## config.mk

```make
export PLATFORM = sky130hd
export DESIGN_NAME = url_form_percent_decoder_flat
export DESIGN_NICKNAME = d
export VERILOG_FILES = /design/src/rtl/ufpd_pkg.sv /design/src/rtl/ufpd_in_if.sv /design/src/rtl/ufpd_out_if.sv /design/src/rtl/url_form_percent_decoder.sv /design/src/rtl/ufpd_decode.sv /design/src/flat_wrapper.sv
export SDC_FILE = /design/constraint.sdc
export NUM_CORES = 1
export LEC_CHECK = 0
export BUFFER_PORTS_ARGS = -buffer_cell sky130_fd_sc_hd__clkbuf_2
export CAP_MARGIN = 20
export CORE_MARGIN = 3
export CORE_UTILIZATION = 64
export CTS_CLUSTER_SIZE = 8
export DETAILED_ROUTE_END_ITERATION = 8
export HOLD_SLACK_MARGIN = 0.02
export PLACE_DENSITY = 0.85
export SLEW_MARGIN = 25
export SYNTH_ARGS = -nofsm -noshare
export SYNTH_HDL_FRONTEND = slang
export SYNTH_SLANG_ARGS = --single-unit
```

## constraint.sdc

```tcl
create_clock -name clk -period 4.9 [get_ports clk]
set_input_delay 0.735 -clock clk [delete_from_list [all_inputs] [get_ports clk]]
set_output_delay 0.735 -clock clk [all_outputs]
set_load 0.02 [all_outputs]
```

## src/rtl/ufpd_pkg.sv

```systemverilog
// shared types, character constants and hex helper for the form percent decoder
`default_nettype none

package ufpd_pkg;

	// character codes
	localparam logic [7:0] CHR_PLUS  = 8'h2b;
	localparam logic [7:0] CHR_PCT   = 8'h25;
	localparam logic [7:0] CHR_SPACE = 8'h20;

	// escape progress codes
	localparam logic [1:0] HELD_NONE  = 2'd0;
	localparam logic [1:0] HELD_PCT   = 2'd1;
	localparam logic [1:0] HELD_DIGIT = 2'd2;

	// number of result slots per item
	localparam int unsigned MAX_RES = 3;

	// escape bytes carried between items
	typedef struct packed {
		logic [1:0] cnt;
		logic [7:0] digit;
	} held_t;

	// results caused by one item, slot 0 goes out first
	typedef struct packed {
		logic [MAX_RES-1:0][7:0] res_byte;
		logic [1:0]              res_cnt;
		logic                    str_last;
	} group_t;

	// hex digit check: {valid, nibble}
	function automatic logic [4:0] hex_nib(input logic [7:0] c);
		logic [4:0] r;
		r = 5'd0;
		if (c >= 8'h30 && c <= 8'h39) begin
			r = {1'b1, c[3:0]};
		end else if ((c >= 8'h61 && c <= 8'h66) || (c >= 8'h41 && c <= 8'h46)) begin
			r = {1'b1, c[3:0] + 4'd9};
		end
		return r;
	endfunction

endpackage

`default_nettype wire

```

## src/rtl/ufpd_in_if.sv

```systemverilog
// encoded byte channel: valid, ready and one input byte with its end mark
`default_nettype none

interface ufpd_in_if;
	logic       valid;
	logic       ready;
	logic [7:0] in_byte;
	logic       in_last;

	modport source (output valid, in_byte, in_last, input ready);
	modport sink   (input valid, in_byte, in_last, output ready);
endinterface

`default_nettype wire

```

## src/rtl/ufpd_out_if.sv

```systemverilog
// decoded byte channel: valid, ready and one result byte with its end marks
`default_nettype none

interface ufpd_out_if;
	logic       valid;
	logic       ready;
	logic [7:0] out_byte;
	logic       run_end;
	logic       string_end;

	modport source (output valid, out_byte, run_end, string_end, input ready);
	modport sink   (input valid, out_byte, run_end, string_end, output ready);
endinterface

`default_nettype wire

```

## src/rtl/url_form_percent_decoder.sv

```systemverilog
// top level of the form percent decoder: escape state, result group register, output sequencing
//
// Decodes a form-encoded byte string: '+' gives a space, '%' and two hex digits give one
// byte, and a broken escape comes out literally. One encoded byte is taken per clock as long
// as each byte causes at most one result and the output is not stalled; a byte that causes
// k results (k up to 3, on a broken escape) holds the result group register until all k
// have left, and the input waits meanwhile. Bytes that only extend an escape cause no result.
// Results leave one per cycle from the group register while the output is ready; ready on
// the input side is high while that register is empty or is handing over its last result.
`default_nettype none

module url_form_percent_decoder
	import ufpd_pkg::*;
(
	input  logic           clk,
	input  logic           arst_n,
	ufpd_in_if.sink        enc_ch,
	ufpd_out_if.source     dec_ch
);

	held_t  held_q;
	held_t  held_nxt;
	group_t grp_new;
	group_t grp_s1;
	logic   in_fire;
	logic   out_fire;

	ufpd_decode u_dec (
		.in_byte  (enc_ch.in_byte),
		.in_last  (enc_ch.in_last),
		.held     (held_q),
		.grp      (grp_new),
		.held_nxt (held_nxt)
	);

	// handshakes
	assign out_fire     = dec_ch.valid && dec_ch.ready;
	assign enc_ch.ready = (grp_s1.res_cnt == 2'd0) ||
		((grp_s1.res_cnt == 2'd1) && dec_ch.ready);
	assign in_fire      = enc_ch.valid && enc_ch.ready;

	// escape state
	always_ff @(posedge clk or negedge arst_n) begin
		if (!arst_n) begin
			held_q <= '0;
		end else if (in_fire) begin
			held_q <= held_nxt;
		end
	end

	// result group: load on a new item, shift out one result per accepted output
	always_ff @(posedge clk or negedge arst_n) begin
		if (!arst_n) begin
			grp_s1 <= '0;
		end else if (in_fire) begin
			grp_s1 <= grp_new;
		end else if (out_fire) begin
			grp_s1.res_byte <= {8'h00, grp_s1.res_byte[2], grp_s1.res_byte[1]};
			grp_s1.res_cnt  <= grp_s1.res_cnt - 2'd1;
		end
	end

	// output side
	assign dec_ch.valid      = (grp_s1.res_cnt != 2'd0);
	assign dec_ch.out_byte   = grp_s1.res_byte[0];
	assign dec_ch.run_end    = (grp_s1.res_cnt == 2'd1);
	assign dec_ch.string_end = (grp_s1.res_cnt == 2'd1) && grp_s1.str_last;

endmodule

`default_nettype wire

```

## src/rtl/ufpd_decode.sv

```systemverilog
// next-state and result logic for one encoded byte
`default_nettype none

module ufpd_decode
	import ufpd_pkg::*;
(
	input  logic [7:0] in_byte,
	input  logic       in_last,
	input  held_t      held,
	output group_t     grp,
	output held_t      held_nxt
);

	always_comb begin
		logic [4:0] hb;
		logic [4:0] hd;
		logic       pl_hold;
		logic [7:0] pl_byte;

		hb = hex_nib(in_byte);
		hd = hex_nib(held.digit);

		// byte taken as ordinary input
		pl_hold = (in_byte == CHR_PCT) && !in_last;
		pl_byte = (in_byte == CHR_PLUS) ? CHR_SPACE : in_byte;

		grp.res_byte = '0;
		grp.res_cnt  = 2'd0;
		grp.str_last = in_last;
		held_nxt.cnt   = pl_hold ? HELD_PCT : HELD_NONE;
		held_nxt.digit = held.digit;

		unique case (held.cnt)
			HELD_PCT: begin
				if (hb[4]) begin
					if (in_last) begin
						grp.res_byte[0] = CHR_PCT;
						grp.res_byte[1] = in_byte;
						grp.res_cnt     = 2'd2;
						held_nxt.cnt    = HELD_NONE;
					end else begin
						held_nxt.cnt   = HELD_DIGIT;
						held_nxt.digit = in_byte;
					end
				end else begin
					// broken escape after the percent sign
					grp.res_byte[0] = CHR_PCT;
					grp.res_byte[1] = pl_byte;
					grp.res_cnt     = pl_hold ? 2'd1 : 2'd2;
				end
			end
			HELD_DIGIT: begin
				if (hd[4] && hb[4]) begin
					grp.res_byte[0] = {hd[3:0], hb[3:0]};
					grp.res_cnt     = 2'd1;
					held_nxt.cnt    = HELD_NONE;
				end else begin
					// broken escape after one digit
					grp.res_byte[0] = CHR_PCT;
					grp.res_byte[1] = held.digit;
					grp.res_byte[2] = pl_byte;
					grp.res_cnt     = pl_hold ? 2'd2 : 2'd3;
				end
			end
			default: begin
				grp.res_byte[0] = pl_byte;
				grp.res_cnt     = pl_hold ? 2'd0 : 2'd1;
			end
		endcase
	end

endmodule

`default_nettype wire

```

## src/flat_wrapper.sv

```systemverilog
// flat-port wrapper written by rule: the top's interface ports become plain ports
module url_form_percent_decoder_flat import ufpd_pkg::*;
  (clk, arst_n, enc_ch_valid, enc_ch_in_byte, enc_ch_in_last, enc_ch_ready, dec_ch_valid, dec_ch_out_byte, dec_ch_run_end, dec_ch_string_end, dec_ch_ready);
  ufpd_in_if enc_ch_i ();
  ufpd_out_if dec_ch_i ();
  input  logic clk;
  input  logic arst_n;
  input wire logic [$bits(enc_ch_i.valid)-1:0] enc_ch_valid;
  input wire logic [$bits(enc_ch_i.in_byte)-1:0] enc_ch_in_byte;
  input wire logic [$bits(enc_ch_i.in_last)-1:0] enc_ch_in_last;
  output wire logic [$bits(enc_ch_i.ready)-1:0] enc_ch_ready;
  output wire logic [$bits(dec_ch_i.valid)-1:0] dec_ch_valid;
  output wire logic [$bits(dec_ch_i.out_byte)-1:0] dec_ch_out_byte;
  output wire logic [$bits(dec_ch_i.run_end)-1:0] dec_ch_run_end;
  output wire logic [$bits(dec_ch_i.string_end)-1:0] dec_ch_string_end;
  input wire logic [$bits(dec_ch_i.ready)-1:0] dec_ch_ready;
  assign enc_ch_i.valid = enc_ch_valid;
  assign enc_ch_i.in_byte = enc_ch_in_byte;
  assign enc_ch_i.in_last = enc_ch_in_last;
  assign enc_ch_ready = enc_ch_i.ready;
  assign dec_ch_valid = dec_ch_i.valid;
  assign dec_ch_out_byte = dec_ch_i.out_byte;
  assign dec_ch_run_end = dec_ch_i.run_end;
  assign dec_ch_string_end = dec_ch_i.string_end;
  assign dec_ch_i.ready = dec_ch_ready;
  url_form_percent_decoder u_core (.clk(clk), .arst_n(arst_n), .enc_ch(enc_ch_i), .dec_ch(dec_ch_i));
endmodule
```

## After elaboration in Yosys (flattened, before gate mapping)

Cells that the tools add are included.

| operators by class | value |
|---|---|
| $add $sub $neg | 3 |
| order comparisons | 12 |
| eq/ne operators | 5 |
| muxes and demuxes | 23 |
| bitwise gates (word level) | 1 |
| reduce and logical (&&, ||, !) cells | 20 |

Operator list:

| kind | count |
|---|---|
| $mux 26 | 2 |
| $mux 18 | 2 |
| $ge 8x7->1 const B | 4 |
| $le 8x7->1 const B | 4 |
| $mux 8 | 3 |
| $mux 10 | 2 |
| $mux 5 | 4 |
| $pmux 10 s2 | 1 |
| $eq 8x6->1 const B | 2 |
| $ge 8x6->1 const B | 2 |
| $le 8x6->1 const B | 2 |
| $mux 16 | 1 |
| $pmux 8 s2 | 1 |
| $logic_and 1x1->1 | 12 |
| $add 4x4->4 const B | 2 |
| $eq 2x1->1 const B | 2 |
| $mux 1 | 4 |
| $mux 2 | 2 |
| $pmux 2 s2 | 1 |
| $reduce_and 4->1 | 1 |
| $reduce_bool 2->1 | 2 |
| $logic_or 1x1->1 | 3 |
| $eq 2x2->1 const B | 1 |
| $logic_not 2->1 | 1 |
| 3 further kinds | 3 |

| storage, ports and cells | value |
|---|---|
| register bits | 37 |
| word-level logic and storage cells | 71 |

## Logic depth before layout (Yosys ltp)

| logic depth | value |
|---|---|
| depth after elaboration | 9 |
| mapped depth | 8 |
| mapped depth without buffers | 7 |

## Hierarchy

A second synthesis with hierarchy kept.

| second synthesis, totals | value |
|---|---|
| cells, all modules | 289 |
| area total of the unflattened synthesis | 2733.9 sq um |

Modules (own cells, without submodules):

| module | times used | cells each | area each (sq um) | sequential area each (sq um) |
|---|---|---|---|---|
| url_form_percent_decoder | 1 | 156 | 1793.0 | 925.9 |
| ufpd_decode | 1 | 133 | 940.9 | 0.0 |

## Worst setup path before layout

OpenSTA, ideal clock, no wires.

| timing path | value |
|---|---|
| path kind | input to register |
| from | in enc_ch_in_byte[1] |
| to | reg u_core.held_q[5] in the netlist's numbering |
| arrival time | 2.279 ns |
| path slack | 2.496 ns |
| stages on the path | 8 |
| buffers on the path | 1 |
| cells stage by stage | inv_1 -> ha_1 -> nor3b_1 -> nor3_1 -> a22o_1 -> and4b_1 -> buf_2 -> mux2_2 |

| between the ends | value |
|---|---|
| cells in the longest elaborated chain, start to end | 6 |

RTL lines:

| what | RTL line | text |
|---|---|---|
| start: declaration | flat_wrapper.sv:9 | `input wire logic [$bits(enc_ch_i.in_byte)-1:0] enc_ch_in_byte;` |
| $ge 8x7->1 / $le 8x7->1 (equally long branches) | ufpd_pkg.sv:38 | `end else if ((c >= 8'h61 && c <= 8'h66) \|\| (c >= 8'h41 && c <= 8'h46)) begin` |
| $logic_and 1x1->1 | ufpd_pkg.sv:38 |  |
| $logic_or 1x1->1 | ufpd_pkg.sv:38 |  |
| $mux 5 | ufpd_pkg.sv:38 |  |
| $mux 5 (*) | ufpd_pkg.sv:36 | `if (c >= 8'h30 && c <= 8'h39) begin` |
| $reduce_and 4->1 (no source line) (*) | -- |  |
| end signal: assignment | url_form_percent_decoder.sv:47 | `held_q <= held_nxt;` |
| end: declaration | url_form_percent_decoder.sv:21 | `held_t held_q;` |

Every way passes the cells marked *; elsewhere a longest branch is shown, timed or not.
A chain may end at the register's enable or synchronous reset.

## Final worst setup path

| timing path | value |
|---|---|
| from | in enc_ch_in_byte[0] |
| to | reg u_core.grp_s1 (netlist bit u_core.dec_ch.out_byte[2]) |

| between the ends | value |
|---|---|
| cells in the longest elaborated chain, start to end | 9 |

RTL lines:

| what | RTL line | text |
|---|---|---|
| $ge 8x7->1 / $le 8x7->1 (equally long branches) | ufpd_pkg.sv:38 |  |
| $logic_and 1x1->1 | ufpd_pkg.sv:38 |  |
| $logic_or 1x1->1 | ufpd_pkg.sv:38 |  |
| $mux 5 | ufpd_pkg.sv:38 |  |
| $mux 5 | ufpd_pkg.sv:36 |  |
| $logic_and 1x1->1 | ufpd_decode.sv:53 | `if (hd[4] && hb[4]) begin` |
| $mux 10 | ufpd_decode.sv:53 |  |
| $pmux 10 s2 (*) | ufpd_decode.sv:33 | `unique case (held.cnt)` |
| $mux 26 (*) | url_form_percent_decoder.sv:55 | `end else if (in_fire) begin` |
| end signal: assignment | url_form_percent_decoder.sv:56 | `grp_s1 <= grp_new;` |
| end: declaration | url_form_percent_decoder.sv:24 | `group_t grp_s1;` |

Marked as above.

==> results <==
- The core region is 0.00372 mm^2.
- The cell area after technology mapping is 0.00249 mm^2.
- The arrival time of data at the critical path endpoint is 2910 ps.
- The number of antenna repair diodes is 0.
- Dividing the detail-routed via count by the number of cells gives 6.67.
- The effective utilization at floorplan is 66.9%.
- The critical path required time is 5060 ps.
- The post-CTS resize count is 0.
- The pin count of the biggest net entering global routing is 38.
- The number of H-tree levels is 2.
- In the routed design, unresolved DRC markers number 0.
- The startpoint of the lowest-slack register-to-register path is u_core.held_q[3].
- Cells with a size suffix above 1 make up 17.6% of the layout.
- The most critical setup path has its startpoint at enc_ch_in_byte[0].
- At the end of routability-driven placement, the weighted congestion stood at 0.939.
- The global-route wire length before repair is 9.69 mm.
- After filler insertion, the fill cell instance count of the layout stands at 292.
- The fmax is 0.364 GHz.
- The cell area after placement is 0.00255 mm^2.
- The area growth from synthesis to layout is 5.94%.
- At the pin with the least slew margin, the transition time is 974 ps.
- The synthesized design contains 0 enable-type register cells.
- The count of pins over their slew limit is 0.
- The largest buffer count on any clock path is 2.
- The post-synthesis net count is 293.
- Counting cells, the worst reg-to-reg path comes to 5.
- Yosys attributes the largest share of cell area to dfrtp_1, ha_1, o21ai_0, a21oi_1, nand2_1.
- The worst-case IR drop observed on VDD is 0.162 mV.
- The first-pass iteration count of the detailed router is 5.
- Of all flip-flops after synthesis, the portion carrying an async set or reset was 100%.
- The average cell area after synthesis is 9.21 um^2.
- dfrtp_1 takes more of the synthesized area than any other cell.
- Setup repair after global routing left no endpoint under its margin.
- Along the worst path, the maximum fanout reaches 11.
- The critical path launch point type is an input port.
- The I/O pin count is 25.
- The destination of the critical timing path is u_core.dec_ch.out_byte[2].
- Across the routed clock network, the largest skew measured is 6.97 ps.
- The final hold violation count is 0.
- The worst register-to-register path ends at u_core.dec_ch.out_byte[2].
- The final layout contains 301 nets.
- The area of all placed cells without fillers is 0.00264 mm^2.
- The number of different library cells used by synthesis comes to 64.
- The TritonCTS buffer count is 5.
- The total wire length is 5.98 mm.
- Summed over its instances, the top area cell type makes up 37.2% of the synthesized netlist area.
- In this run the clock root is driven by a clkbuf_8.
- The critical path is of the input port to register type.
- The nature of the critical path endpoint is a register.
- The clock insertion delay at the later pin of the skew report is 290 ps.
- The analysis attributes to cell leakage a power of 0.00120 uW.
- The summed negative setup slack over all endpoints is 0 ps.
- The number of vias after detailed routing is 2,173.
- Measured along the x axis, the die boundary spans 68.3 um.
- The proportion of synthesized chip area in sequential cells is 37.2%.
- Global routing finished with a remaining overflow of 0.
- The worst register-to-register path has a setup slack of 2310 ps.
- Input and output buffers added on the ports amount to 24.
- The die outline area is 0.00467 mm^2.
- The run finished with clean final reports.
- After layout, the minimum clock period comes to 2750 ps.
- In this run the remaining antenna-violating nets after routing total 0.
- The leading cell type in the layout, fill and taps excluded is dfrtp_1.
- For this run, the number of Yosys warnings is 0.
- The die height is 68.3 um.
- Hold repair after CTS inserted 0 buffers.
- Of the available clock period, the critical path in the final layout requires 56.1%.
- The detailed placement HPWL is 4.27 mm.
- Power spread over the standard cell area amounts to 382 mW/mm^2.
- The number of antenna violations at the first check in global routing is 0.
- Synthesis produced 270 cells.
- The path class of the tightest hold or removal check is register to register.
- The total of endpoints with negative setup slack in the final report is 0.
- The number of global-route vias before repair was 1,961.
- Synthesis inferred 37 register bits.
- The post-detailed-route wirelength per cell is 18.3 um.
- The number of rows created at floorplan is 22.
- The violation count after the first detailed-route iteration is 228.
- The most used flip-flop cell after synthesis is dfrtp_1.
- The clock transition at the register clock pins on the worst setup and hold paths after CTS is 70 ps.
- In this run the post-CTS setup repair buffer count came out at 0.
- Leaving out fill and tap cells, the most frequent cells in the layout are dfrtp_1, clkbuf_2, o21ai_0, nand2_1, a21oi_1.
- The number of clock sinks is 37.
- Global routing consumed, over all layers together, 27.9% of the routing resources.
- TritonCTS built the clock tree.
- The headroom to the max-slew limit is 34.8%.
- The number of maximum-capacitance violations is 0.
## synthesized netlist by cell type (all sizes together), types with 2 or more instances
cell     count
a211o        3
a211oi       6
a21o         3
a21oi       19
a221oi       3
a22o         7
a311o        2
a31oi        3
and2         3
and3         3
buf         12
clkbuf      12
dfrtp       37
ha          10
inv         13
mux2         6
mux2i        5
nand2       19
nand2b       3
nand3       12
nand4        2
nor2        12
nor2b        4
nor3         5
o211ai       3
o21a         2
o21ai       21
o21bai       2
o2bb2ai      2
o31ai        5
o41ai        3
or3          4
or4b         2
## kinds of logic (layout without fill, tap and decap cells)
logic type,count (synthesis),in the layout,synth area share [%]
AOI/OAI and AO/OA,95,95,27.9
xor gates and xnor gates,1,1,0.352
adders and majority gates,10,10,5.03
buffers and inverters,37,45,7.19
DFF,37,37,37.2
muxes,11,11,4.73
and+or+nand+nor,79,79,17.6
## metal layers
layer  vias up  track usage (%)  wire [um]
li1       1018                -          -
met1      1035             39.6       2660
met2       108             42.5       2750
met3        12             6.73        491
met4         0             7.20         80
met5         -                0          0
## flip-flops by register name, summed over array words and instances, names as in the netlist
signal                  count
u_core.dec_ch.out_byte      8
u_core.grp_s1              19
u_core.held_q              10
## power by group
part           total (uW)  leakage, uW  switching, uW  internal [uW]
clock                 213    0.0000443            101            112
sequential            401     0.000480           35.9            365
combinational         393     0.000679            253            140
## cell type report
type                            instances  area [um^2]  share of cell area (%)
Tap cell                               48         60.1                    2.28
Multi-Input combinational cell        196         1390                    52.6
Timing Repair Buffer                   25          128                    4.84
Clock buffer                            7         86.3                    3.28
Sequential cell                        37          926                    35.1
Inverter                               13         48.8                    1.85
## how the worst min path moves through the flow
stage | startpoint | to | slack [ps] | cells past startpoint
after floorplan | arst_n | u_core.dec_ch.out_byte[0] | 440 | 0
after global placement | u_core.grp_s1[0] | u_core.grp_s1[0] | 460 | 2
after detailed placement | u_core.grp_s1[0] | u_core.grp_s1[0] | 490 | 2
after CTS | u_core.grp_s1[0] | u_core.grp_s1[0] | 510 | 2
after global routing | u_core.grp_s1[0] | u_core.grp_s1[0] | 520 | 2
final | u_core.grp_s1[0] | u_core.grp_s1[0] | 500 | 2
## worst max-delay path: stages
cell	delay, ps
clkbuf_2	150
inv_1	90
ha_1	230
nor3b_1	190
o31ai_2	330
o211ai_1	450
o41ai_1	600
o211ai_1	130
## per-stage QoR
step / worst slack (ps) / hold WS [ps] / std cells / total power (uW) / util, %
floorplan: 2500 / 438 / 270 / 717 / -
global placement: 2030 / 463 / 319 / 782 / 68.6
detailed placement: 1930 / 490 / 319 / 796 / 68.6
CTS: 2240 / 506 / 326 / 1010 / 70.9
global route: 2040 / 524 / 326 / 1070 / 70.9
finish: 2150 / 504 / 326 / 1010 / 70.9
Power figures use the tool's default switching activity.
